===== src/rtl/core/i2cbw_pkg.sv =====
`default_nettype none

package i2cbw_pkg;

  // Value of the address register after reset: slave address 0x27 with the write bit.
  localparam logic [7:0] ADDR_RESET = 8'h4E;

  // Bit counter value of the acknowledge clock that follows the eight data bits.
  localparam logic [3:0] ACK_BIT = 4'd8;

  // Index of the final SCL pulse of a recovery request (nine pulses in all).
  localparam logic [3:0] LAST_PULSE = 4'd8;

  localparam int QUEUE_DEPTH = 2;

  typedef struct packed {
    logic       op;
    logic [7:0] data_byte;
  } in_item_t;

  typedef struct packed {
    logic sda_low;
    logic scl_high;
    logic last;
  } out_item_t;

  typedef enum logic {
    CMD_WRITE   = 1'b0,
    CMD_RECOVER = 1'b1
  } cmd_t;

  typedef struct packed {
    cmd_t        cmd;
    logic [15:0] bytes;
  } entry_t;

  typedef struct packed {
    logic   valid;
    entry_t entry;
  } queue_head_t;

  typedef struct packed {
    logic busy;
    logic emit_last;
  } back_stat_t;

endpackage

`default_nettype wire


===== src/rtl/core/i2c_bitbang_write_sequencer.sv =====
// Channel   Direction  Handshake            Payload
// in        input      in_valid / in_stall  in_item_t: op, data_byte
// out       output     out_valid/out_stall  out_item_t: sda_low, scl_high, last
// cfg       input      cfg_valid/cfg_ready  cfg_data: address byte
//
// One pin state is produced per cycle while the output is not stalled, as set by the
// bit sequencer in the back end. Back-to-back requests follow without a gap; the
// first state of a request goes through the state register, then the output
// register. A two-entry request queue lets the input run ahead of the pins.
// Synchronous reset empties the queue, idles the sequencer and sets the address
// to 0x4E. A stalled output holds the sequencer; in_stall rises when the queue is full.
`default_nettype none

module i2c_bitbang_write_sequencer
  import i2cbw_pkg::*;
(
  input  wire        clk,
  input  wire        rst,
  input  wire        in_valid,
  output logic       in_stall,
  input  in_item_t   in_data,
  output logic       out_valid,
  input  wire        out_stall,
  output out_item_t  out_data,
  input  wire        cfg_valid,
  output logic       cfg_ready,
  input  wire [7:0]  cfg_data
);

  queue_head_t head;
  logic        pop;
  back_stat_t  stat;

  i2cbw_front u_front (
    .clk       (clk),
    .rst       (rst),
    .in_valid  (in_valid),
    .in_stall  (in_stall),
    .in_data   (in_data),
    .cfg_valid (cfg_valid),
    .cfg_ready (cfg_ready),
    .cfg_data  (cfg_data),
    .pop       (pop),
    .head      (head)
  );

  i2cbw_back u_back (
    .clk       (clk),
    .rst       (rst),
    .head      (head),
    .pop       (pop),
    .out_valid (out_valid),
    .out_stall (out_stall),
    .out_data  (out_data),
    .stat      (stat)
  );

`ifndef NO_ASSERTIONS
  // Every request ends on a stop condition: SDA released with SCL high.
  a_last_is_stop: assert property (@(posedge clk) disable iff (rst)
    (out_valid && out_data.last) |-> (!out_data.sda_low && out_data.scl_high))
    else $error("final pin state is not a stop condition");

  // A request leaves the queue only when the sequencer is free for it.
  a_pop_when_free: assert property (@(posedge clk) disable iff (rst)
    pop |-> (head.valid && (!stat.busy || stat.emit_last)))
    else $error("request taken while the sequencer is busy");

  // The queue can only fill through an accepted request.
  a_stall_after_push: assert property (@(posedge clk) disable iff (rst)
    $rose(in_stall) |-> $past(in_valid))
    else $error("queue became full without a request");
`endif

endmodule

`default_nettype wire


===== src/rtl/core/i2cbw_front.sv =====
`default_nettype none

module i2cbw_front
  import i2cbw_pkg::*;
(
  input  wire         clk,
  input  wire         rst,
  input  wire         in_valid,
  output logic        in_stall,
  input  in_item_t    in_data,
  input  wire         cfg_valid,
  output logic        cfg_ready,
  input  wire [7:0]   cfg_data,
  input  wire         pop,
  output queue_head_t head
);

  localparam int CNT_W = $clog2(QUEUE_DEPTH + 1);
  localparam int PTR_W = $clog2(QUEUE_DEPTH);

  logic [7:0]       address_byte;
  entry_t           mem [QUEUE_DEPTH];
  logic [PTR_W-1:0] wr_ptr;
  logic [PTR_W-1:0] rd_ptr;
  logic [CNT_W-1:0] count;
  logic             push;
  logic             do_pop;
  entry_t           new_entry;

  assign cfg_ready = 1'b1;
  assign in_stall  = (count == CNT_W'(QUEUE_DEPTH));
  assign push      = in_valid && !in_stall;
  assign do_pop    = pop && (count != '0);

  // The address is bound to the request when it is queued.
  always_comb begin
    new_entry.cmd   = in_data.op ? CMD_RECOVER : CMD_WRITE;
    new_entry.bytes = {address_byte, in_data.data_byte};
  end

  always_ff @(posedge clk) begin
    if (rst) begin
      address_byte <= ADDR_RESET;
    end else if (cfg_valid && cfg_ready) begin
      address_byte <= cfg_data;
    end
  end

  always_ff @(posedge clk) begin
    if (push) begin
      mem[wr_ptr] <= new_entry;
    end
  end

  always_ff @(posedge clk) begin
    if (rst) begin
      wr_ptr <= '0;
      rd_ptr <= '0;
      count  <= '0;
    end else begin
      if (push) begin
        wr_ptr <= (wr_ptr == PTR_W'(QUEUE_DEPTH - 1)) ? '0 : wr_ptr + 1'b1;
      end
      if (do_pop) begin
        rd_ptr <= (rd_ptr == PTR_W'(QUEUE_DEPTH - 1)) ? '0 : rd_ptr + 1'b1;
      end
      unique case ({push, do_pop})
        2'b10:   count <= count + 1'b1;
        2'b01:   count <= count - 1'b1;
        default: count <= count;
      endcase
    end
  end

  always_comb begin
    head.valid = (count != '0);
    head.entry = mem[rd_ptr];
  end

endmodule

`default_nettype wire


===== src/rtl/core/i2cbw_back.sv =====
`default_nettype none

module i2cbw_back
  import i2cbw_pkg::*;
(
  input  wire         clk,
  input  wire         rst,
  input  queue_head_t head,
  output logic        pop,
  output logic        out_valid,
  input  wire         out_stall,
  output out_item_t   out_data,
  output back_stat_t  stat
);

  typedef enum logic [4:0] {
    S_IDLE  = 5'b00001,
    S_START = 5'b00010,
    S_BYTE  = 5'b00100,
    S_PULSE = 5'b01000,
    S_STOP  = 5'b10000
  } state_t;

  state_t      state, state_next;
  logic [1:0]  sub, sub_next;
  logic [3:0]  bit_cnt, bit_cnt_next;
  logic        byte_sel, byte_sel_next;
  logic [15:0] shift, shift_next;

  logic cur_sda;
  logic cur_scl;
  logic cur_last;
  logic adv;
  logic load;

  assign adv  = (state != S_IDLE) && (!out_valid || !out_stall);
  // A queued request starts in the cycle the previous one emits its final state.
  assign load = head.valid && ((state == S_IDLE) || (adv && cur_last));
  assign pop  = load;

  always_comb begin
    cur_sda  = 1'b0;
    cur_scl  = 1'b0;
    cur_last = 1'b0;
    unique case (state)
      S_IDLE: begin
      end
      S_START: begin
        cur_sda = (sub != 2'd0);
        cur_scl = (sub != 2'd2);
      end
      S_BYTE: begin
        cur_sda = (bit_cnt == ACK_BIT) ? 1'b0 : !shift[15];
        cur_scl = (sub == 2'd1);
      end
      S_PULSE: begin
        cur_scl = (sub == 2'd1);
      end
      S_STOP: begin
        cur_sda  = (sub != 2'd2);
        cur_scl  = (sub != 2'd0);
        cur_last = (sub == 2'd2);
      end
      default: begin
      end
    endcase
  end

  always_comb begin
    state_next    = state;
    sub_next      = sub;
    bit_cnt_next  = bit_cnt;
    byte_sel_next = byte_sel;
    shift_next    = shift;
    if (adv) begin
      unique case (state)
        S_START: begin
          if (sub == 2'd2) begin
            state_next    = S_BYTE;
            sub_next      = 2'd0;
            bit_cnt_next  = 4'd0;
            byte_sel_next = 1'b0;
          end else begin
            sub_next = sub + 2'd1;
          end
        end
        S_BYTE: begin
          if (sub == 2'd2) begin
            sub_next = 2'd0;
            if (bit_cnt == ACK_BIT) begin
              if (!byte_sel) begin
                byte_sel_next = 1'b1;
                bit_cnt_next  = 4'd0;
              end else begin
                state_next = S_STOP;
              end
            end else begin
              bit_cnt_next = bit_cnt + 4'd1;
              shift_next   = {shift[14:0], 1'b0};
            end
          end else begin
            sub_next = sub + 2'd1;
          end
        end
        S_PULSE: begin
          if (sub == 2'd1) begin
            sub_next = 2'd0;
            if (bit_cnt == LAST_PULSE) begin
              state_next = S_STOP;
            end else begin
              bit_cnt_next = bit_cnt + 4'd1;
            end
          end else begin
            sub_next = sub + 2'd1;
          end
        end
        S_STOP: begin
          if (sub == 2'd2) begin
            state_next = S_IDLE;
          end else begin
            sub_next = sub + 2'd1;
          end
        end
        default: begin
        end
      endcase
    end
    if (load) begin
      state_next    = (head.entry.cmd == CMD_WRITE) ? S_START : S_PULSE;
      sub_next      = 2'd0;
      bit_cnt_next  = 4'd0;
      byte_sel_next = 1'b0;
      shift_next    = head.entry.bytes;
    end
  end

  always_ff @(posedge clk) begin
    if (rst) begin
      state     <= S_IDLE;
      sub       <= 2'd0;
      bit_cnt   <= 4'd0;
      byte_sel  <= 1'b0;
      out_valid <= 1'b0;
    end else begin
      state    <= state_next;
      sub      <= sub_next;
      bit_cnt  <= bit_cnt_next;
      byte_sel <= byte_sel_next;
      if (adv) begin
        out_valid <= 1'b1;
      end else if (!out_stall) begin
        out_valid <= 1'b0;
      end
    end
  end

  always_ff @(posedge clk) begin
    shift <= shift_next;
    if (adv) begin
      out_data.sda_low  <= cur_sda;
      out_data.scl_high <= cur_scl;
      out_data.last     <= cur_last;
    end
  end

  always_comb begin
    stat.busy      = (state != S_IDLE);
    stat.emit_last = adv && cur_last;
  end

endmodule

`default_nettype wire

===== config.mk =====
export PLATFORM = sky130hd
export DESIGN_NAME = i2c_bitbang_write_sequencer
export DESIGN_NICKNAME = d
export VERILOG_FILES = /design/src/rtl/core/i2cbw_pkg.sv /design/src/rtl/core/i2c_bitbang_write_sequencer.sv /design/src/rtl/core/i2cbw_front.sv /design/src/rtl/core/i2cbw_back.sv
export SDC_FILE = /design/constraint.sdc
export NUM_CORES = 1
export LEC_CHECK = 0
export BUFFER_PORTS_ARGS = -buffer_cell sky130_fd_sc_hd__buf_2
export CAP_MARGIN = 10
export CORE_MARGIN = 3
export CORE_UTILIZATION = 30
export CTS_BUF_LIST = sky130_fd_sc_hd__clkbuf_4 sky130_fd_sc_hd__clkbuf_8 sky130_fd_sc_hd__clkbuf_16
export DETAILED_ROUTE_END_ITERATION = 6
export GPL_ROUTABILITY_DRIVEN = 0
export GPL_TIMING_DRIVEN = 0
export PLACE_DENSITY = 0.45
export SLEW_MARGIN = 20
export SYNTH_ARGS = -nofsm -noshare
export SYNTH_HDL_FRONTEND = slang
export SYNTH_SLANG_ARGS = --single-unit

===== constraint.sdc =====
create_clock -name clk -period 3.95 [get_ports clk]
set_input_delay 0.395 -clock clk [delete_from_list [all_inputs] [get_ports clk]]
set_output_delay 0.395 -clock clk [all_outputs]
set_load 0.005 [all_outputs]

=== Yosys cells after proc, flatten, opt, wreduce, memory -nomap -nowiden ===
Memory sizes are Yosys's and may differ from the RTL's. A register that Yosys moved wholly into a read port is not among the register bits.
Cells that the tools add are included.

* Flip-flop bits (word level): 44
* Bits in writable memories: 34
* Input port bits: 22
* Output and inout bits: 6
* Logic and storage cells: 123
* Memories kept: 1

{| class="wikitable"
|+ Memories
! name !! words !! bits a word !! rd ports !! clocked after Yosys merged registers in !! wr ports !! line !! source
|-
| u_front.mem || 2 || 17 || 1 || 1 || 1 || i2cbw_front.sv:22 || <nowiki>entry_t mem [QUEUE_DEPTH];</nowiki>
|}

* $add $sub $neg: 6
* Equality and inequality tests: 29
* Mux-type cells: 45
* Reduce and logical (&&, ||, !) cells: 29

{| class="wikitable"
|+ Operators with widths
! kind !! number
|-
| two-way mux 16 bit || 5
|-
| two-way mux 5 bit || 9
|-
| two-way mux 4 bit || 7
|-
| != test 3 x 2 -> 1 bit, second input constant || 7
|-
| one-hot mux 5 bit (4 select lines) || 1
|-
| two-way mux 1 bit || 14
|-
| nonzero test 2 bit || 7
|-
| one-hot mux 4 bit (3 select lines) || 1
|-
| != test 2 x 1 -> 1 bit, second input constant || 5
|-
| AND reduction 9 bit || 1
|-
| != test 2 bit, second input constant || 4
|-
| AND reduction 7 bit || 1
|-
| == test 2 bit, second input constant || 3
|-
| two-way mux 2 bit || 3
|-
| one-hot mux 1 bit (3 select lines) || 2
|-
| one-hot mux 2 bit (3 select lines) || 1
|-
| nonzero test 3 bit || 2
|-
| OR reduction 2 bit || 3
|-
| == test 5 x 1 -> 1 bit, second input constant || 1
|-
| == test 5 x 2 -> 1 bit, second input constant || 1
|-
| == test 5 x 3 -> 1 bit, second input constant || 1
|-
| == test 5 x 4 -> 1 bit, second input constant || 1
|-
| == test 5 bit, second input constant || 1
|-
| logical AND 1 bit || 5
|-
| other kinds (16) || 23
|}

=== Longest topological paths before layout ===
* Depth in word-level cells: 9
* Depth in mapped cells: 9
* Mapped depth without buffers: 9

=== By module ===
From an unflattened synthesis, not the netlist that was laid out.

* Cells, all modules: 271
* Area total of the unflattened synthesis: 3598.5 um^2

{| class="wikitable"
|+ Modules (own cells, without submodules)
! module !! times used !! cells an instance !! area each (um^2) !! seq. area each (um^2)
|-
| i2cbw_back || 1 || 164 || 1854.3 || 830.8
|-
| i2cbw_front || 1 || 107 || 1744.2 || 1281.2
|}

=== Worst setup path after synthesis ===
OpenSTA, ideal clock, no wires.

* Path type: register -> register
* Start point: reg u_back.state[1]
* End point: reg u_back.shift[0] (enable)
* Setup time: 0.414 ns
* Data arrival time: 2.474 ns
* Required time: 3.536 ns
* Slack: 1.061 ns
* Stages on the path, launching flop included: 5
* Path buffers: 1
* Clock period less this slack: 2.889 ns
* Cell sequence: dfxtp_1 buf_6 nor4_1 nand3_1 o31ai_1

* Longest elaborated chain between the ends: 7
* Elaborated cells between the ends (all ways): 14
* Classes of those cells: eq/ne (5); mux (1); reduce/logical (8)

{| class="wikitable"
|+ Ends and longest elaborated chain
! what !! line !! source
|-
| start, declared || i2cbw_back.sv:24 || <nowiki>state_t state, state_next;</nowiki>
|-
| start signal, assigned || i2cbw_back.sv:145 || <nowiki>state <= state_next;</nowiki>
|-
| == test 5 bit or != test 5 x 1 -> 1 bit (tied branches) || n/a ||
|-
| two-way mux 1 bit or logical AND 1 bit (tied branches) || i2cbw_back.sv:45, i2cbw_back.sv:36 ||
|-
| logical AND 1 bit || i2cbw_back.sv:38 || <nowiki>assign load = head.valid && ((state == S_IDLE) || (adv && cur_last));</nowiki>
|-
| logical OR 1 bit || i2cbw_back.sv:38 ||
|-
| logical AND 1 bit || i2cbw_back.sv:38 ||
|-
| != test 2 bit (no source line) or nonzero test 2 bit (tied branches) || n/a ||
|-
| AND reduction 4 bit (no source line) (*) || n/a ||
|-
| end signal, assigned || i2cbw_back.sv:158 || <nowiki>shift <= shift_next;</nowiki>
|-
| end, declared || i2cbw_back.sv:28 || <nowiki>logic [15:0] shift, shift_next;</nowiki>
|}

Every way passes the cells marked *; elsewhere a longest branch is shown, timed or not.
A chain may end at the register's enable or synchronous reset.

=== Worst setup path in the final report ===
* Start point: reg u_back.state[2]
* End point: reg u_back.shift[11] (enable)

Same word-level chain as after synthesis.

==> flow_results.xml <==
<?xml version="1.0" encoding="UTF-8"?>
<metrics>
  <group name="timing">
    <metric name="timing.fmax" unit="GHz">0.3765</metric>
    <metric name="worst_slew_pin_slew" unit="ns">0.8416</metric>
    <metric name="slew_headroom" unit="%">43.89</metric>
    <metric name="total_negative_setup_slacks" unit="ns">0</metric>
    <metric name="finalMaxSlewViolations" unit="">0</metric>
    <metric name="layout_worst_path_cycle_share" unit="%">67.24</metric>
    <metric name="min_period" unit="ns">2.656</metric>
    <metric name="worst_setup_skew_after_layout" unit="ns">0.006975</metric>
    <metric name="finalSetupViolations" unit="">0</metric>
    <metric name="final_hold_viol_count" unit="">0</metric>
    <metric name="rsz0062_at_grt" unit="">no</metric>
  </group>
  <group name="detailed_routing">
    <metric name="drc_errors" unit="">0</metric>
    <metric name="post_drt_wl_per_cell" unit="um">14.51</metric>
    <metric name="route.final.wire_length" unit="um">6803</metric>
    <metric name="drtIter0Drc" unit="">95</metric>
    <metric name="drt-pass1-iter-count" unit="">4</metric>
    <metric name="postRouteAntennaNets" unit="">0</metric>
    <metric name="vias_per_cell" unit="">4.740</metric>
    <metric name="via_count" unit="">2223</metric>
  </group>
  <group name="clock_tree">
    <metric name="post-cts-setup-buffer-count" unit="">0</metric>
    <metric name="clkSlewWorstSetupHoldPaths" unit="ns">0.06</metric>
    <metric name="post_cts_resized" unit="">0</metric>
    <metric name="clock-root-buffer" unit="">clkbuf_16</metric>
    <metric name="cts_sinks" unit="">79</metric>
    <metric name="cts_made_buffers" unit="">9</metric>
    <metric name="cts_tree" unit="">done</metric>
    <metric name="cts_hold_repair.buffers" unit="">0</metric>
    <metric name="cts.path.max_buffers" unit="">2</metric>
    <metric name="htree_num_levels" unit="">3</metric>
    <metric name="clock_insertion_delay_worst_skew" unit="ns">0.33</metric>
  </group>
  <group name="logic_synthesis">
    <metric name="synth-edff-count" unit="">53</metric>
    <metric name="synth_seq_area_share" unit="%">61.09</metric>
    <metric name="syn-mean-instance-area" unit="um^2">12.09</metric>
    <metric name="postSynthRegisterBits" unit="">79</metric>
    <metric name="synth_warnings" unit="">0</metric>
    <metric name="post_synth_instance_area" unit="mm^2">0.003457</metric>
    <metric name="synth.area.top_cells" unit="">edfxtp_1, dfxtp_1, mux2i_1</metric>
    <metric name="synthDominantAreaCellType" unit="">edfxtp_1</metric>
    <metric name="proportion_of_netlist_area_held_by_the_largest_area_contributor" unit="%">46.04</metric>
    <metric name="synthArstFlopShare" unit="%">0</metric>
    <metric name="postSynth.topFlopCell" unit="">edfxtp_1</metric>
    <metric name="synth_cell_types" unit="">52</metric>
    <metric name="mappedNetlistNets" unit="">315</metric>
    <metric name="syn-instance-count" unit="">286</metric>
  </group>
  <group name="power">
    <metric name="total_power" unit="mW">2.922</metric>
    <metric name="vdd_ir_drop_max" unit="V">0.0002073</metric>
    <metric name="total_leakage_power" unit="nW">1.458</metric>
    <metric name="pwr_density_cell" unit="mW/mm^2">714.7</metric>
  </group>
  <group name="grt">
    <metric name="gr-usage-all-layers" unit="%">11.32</metric>
    <metric name="remaining_global_route_overflow" unit="">0</metric>
    <metric name="initial_antenna_violation_count" unit="">0</metric>
    <metric name="largest_net_degree_at_the_start_of_global_routing" unit="">18</metric>
    <metric name="via_count_of_the_first_global_routing_pass" unit="">2232</metric>
    <metric name="grt_first_pass_wirelength" unit="um">11470</metric>
  </group>
  <group name="die">
    <metric name="ioPinCount" unit="">28</metric>
    <metric name="floorplan.die_area" unit="mm^2">0.01285</metric>
    <metric name="vertical_die_dimension" unit="um">113.3</metric>
    <metric name="initial_utilization" unit="%">31.34</metric>
    <metric name="placement_rows" unit="">38</metric>
    <metric name="die_w" unit="um">113.3</metric>
    <metric name="area_inside_the_core_boundary" unit="mm^2">0.01103</metric>
  </group>
  <group name="run">
    <metric name="maxCapViolCount" unit="">0</metric>
  </group>
  <group name="placement">
    <metric name="dpl.cell_count" unit="">453</metric>
    <metric name="dpl.hpwl" unit="um">4972</metric>
    <metric name="place.port_buffers" unit="">25</metric>
  </group>
  <group name="critical_path">
    <metric name="path_max_fanout" unit="">11</metric>
    <metric name="crit_path_class" unit="">flip-flop to flip-flop</metric>
    <metric name="timing.critical_path.from_type" unit="">flip-flop</metric>
    <metric name="required_time_at_the_endpoint_of_the_critical_path" unit="ns">3.98</metric>
    <metric name="cp.arrival" unit="ns">2.69</metric>
    <metric name="end_kind" unit="">flip-flop</metric>
  </group>
  <group name="finish">
    <metric name="fillCellCount" unit="">1105</metric>
    <metric name="areaGrowthSynthToFinish" unit="%">18.24</metric>
    <metric name="post_route_cells_drive_above_1_share" unit="%">17.93</metric>
    <metric name="non_filler_instances" unit="">469</metric>
    <metric name="layout.nets" unit="">353</metric>
    <metric name="n_antenna_cell" unit="">0</metric>
  </group>
  <group name="worst_hold_path">
    <metric name="min-delay-path-class" unit="">input pin to flip-flop</metric>
  </group>
  <group name="run_status">
    <metric name="outcome" unit="">finished, final reports clean</metric>
  </group>
</metrics>
[path summary, 6_finish.rpt]
path | startpoint | to | slack (ns) | depth (start not counted)
setup / recovery | u_back.state[2]$_SDFFE_PP0P_ | u_back.shift[11]$_DFFE_PP_ | 1.29 | 8
hold / removal | in_data[1] | u_front.mem[1][1]$_DFFE_PP_ | 0.25 | 1
setup reg to reg | u_back.state[2]$_SDFFE_PP0P_ | u_back.shift[11]$_DFFE_PP_ | 1.29 | 8
hold reg to reg | u_front.address_byte[0]$_SDFFE_PP0P_ | u_front.mem[1][8]$_DFFE_PP_ | 0.46 | 0
[cells in the mapped netlist, types with 4 or more instances]
cell and n:
o31ai_1 6, dfxtp_1 26, clkbuf_1 8, a21oi_1 11, nand2_1 29, nand4_1 5, mux2i_1 26, inv_1 11
ha_1 7, nand3_1 7, o21ai_1 17, edfxtp_1 53, nand2b_1 4, nor2_1 17
[through the flow]
step                area, um^2  util [%]  setup slack, ns  hold slack [ns]
finish                    4088     37.06            1.294           0.2528
global route              4088     37.06            1.038           0.2381
floorplan                 3457         -            1.061           0.4249
global placement          3757     34.06           0.2411           0.4329
CTS                       4088     37.06            1.277           0.2400
detailed placement        3796     34.41            1.317           0.4463
[report_power, final]
| part | leakage (nW) | internal [mW] | switching [mW] | total [mW] |
|---|---|---|---|---|
| registers | 0.706 | 1.17 | 0.0745 | 1.25 |
| logic | 0.615 | 0.324 | 0.563 | 0.887 |
| clock network | 0.138 | 0.452 | 0.337 | 0.789 |
[final cells by class]
| class | count | area, um^2 | share of cell area (%) |
|---|---|---|---|
| flip-flops and latches | 79 | 2112 | 51.67 |
| well taps | 140 | 175.2 | 4.285 |
| plain buffers | 13 | 63.81 | 1.561 |
| clock inverters | 6 | 52.55 | 1.286 |
| inverters | 14 | 52.55 | 1.286 |
| multi-input cells | 180 | 1245 | 30.46 |
| repair buffers | 27 | 147.6 | 3.612 |
| clock buffers | 10 | 239.0 | 5.846 |
[state kept, by name (all words and copies together) (netlist names), named ones only]
name                  flops
u_front.mem              34
u_back.shift             16
u_front.address_byte      8
u_back.state              5
u_back.bit_cnt            4
u_back.out_data           3
u_back.sub                2
u_front.count             2
u_back.byte_sel           1
u_back.out_valid          1
u_front.rd_ptr            1
u_front.wr_ptr            1
[layer usage]
layer	track usage [%]	vias up	part of all wire, %
met2	16.86	39	45
met5	0	-	0
li1	-	1144	-
met4	4.567	0	1.2
met1	16.14	1035	51
met3	2.246	5	3.2
[critical path, stage by stage, from the launching register on]
cell      delay, ns
dfxtp_1        0.31
clkbuf_1       0.22
nor4_1         0.48
nand4_1        0.18
a21o_1         0.24
buf_2          0.21
clkbuf_1       0.28
o31ai_4        0.20
buf_6          0.22
[cells by family after synthesis]
group / Yosys count / synth area share [%]
and+or+nand+nor: 81 / 11.47
muxes: 27 / 7.962
buffers and inverters: 27 / 3.366
adders and majority gates: 7 / 2.533
AOI/OAI and AO/OA: 59 / 12.20
xor gates and xnor gates: 5 / 1.267
other: 1 / 0.1085
DFF: 79 / 61.09
[cell usage in the layout, fill, tap and decap left out, types with 3 or more instances in the layout]
cell        n
a21oi_1    11
and3_1      3
buf_2      28
buf_6       3
clkbuf_1    8
clkbuf_16   9
dfxtp_1    26
edfxtp_1   53
ha_1        7
inv_1      11
inv_2       3
mux2i_1    26
nand2_1    29
nand2b_1    4
nand3_1     7
nand4_1     5
nor2_1     16
nor4_1      3
o21ai_0     3
o21ai_1    17
o31ai_1     5
or3_1       3
xnor2_1     3
No activity file was read; power rests on OpenSTA's default activity.
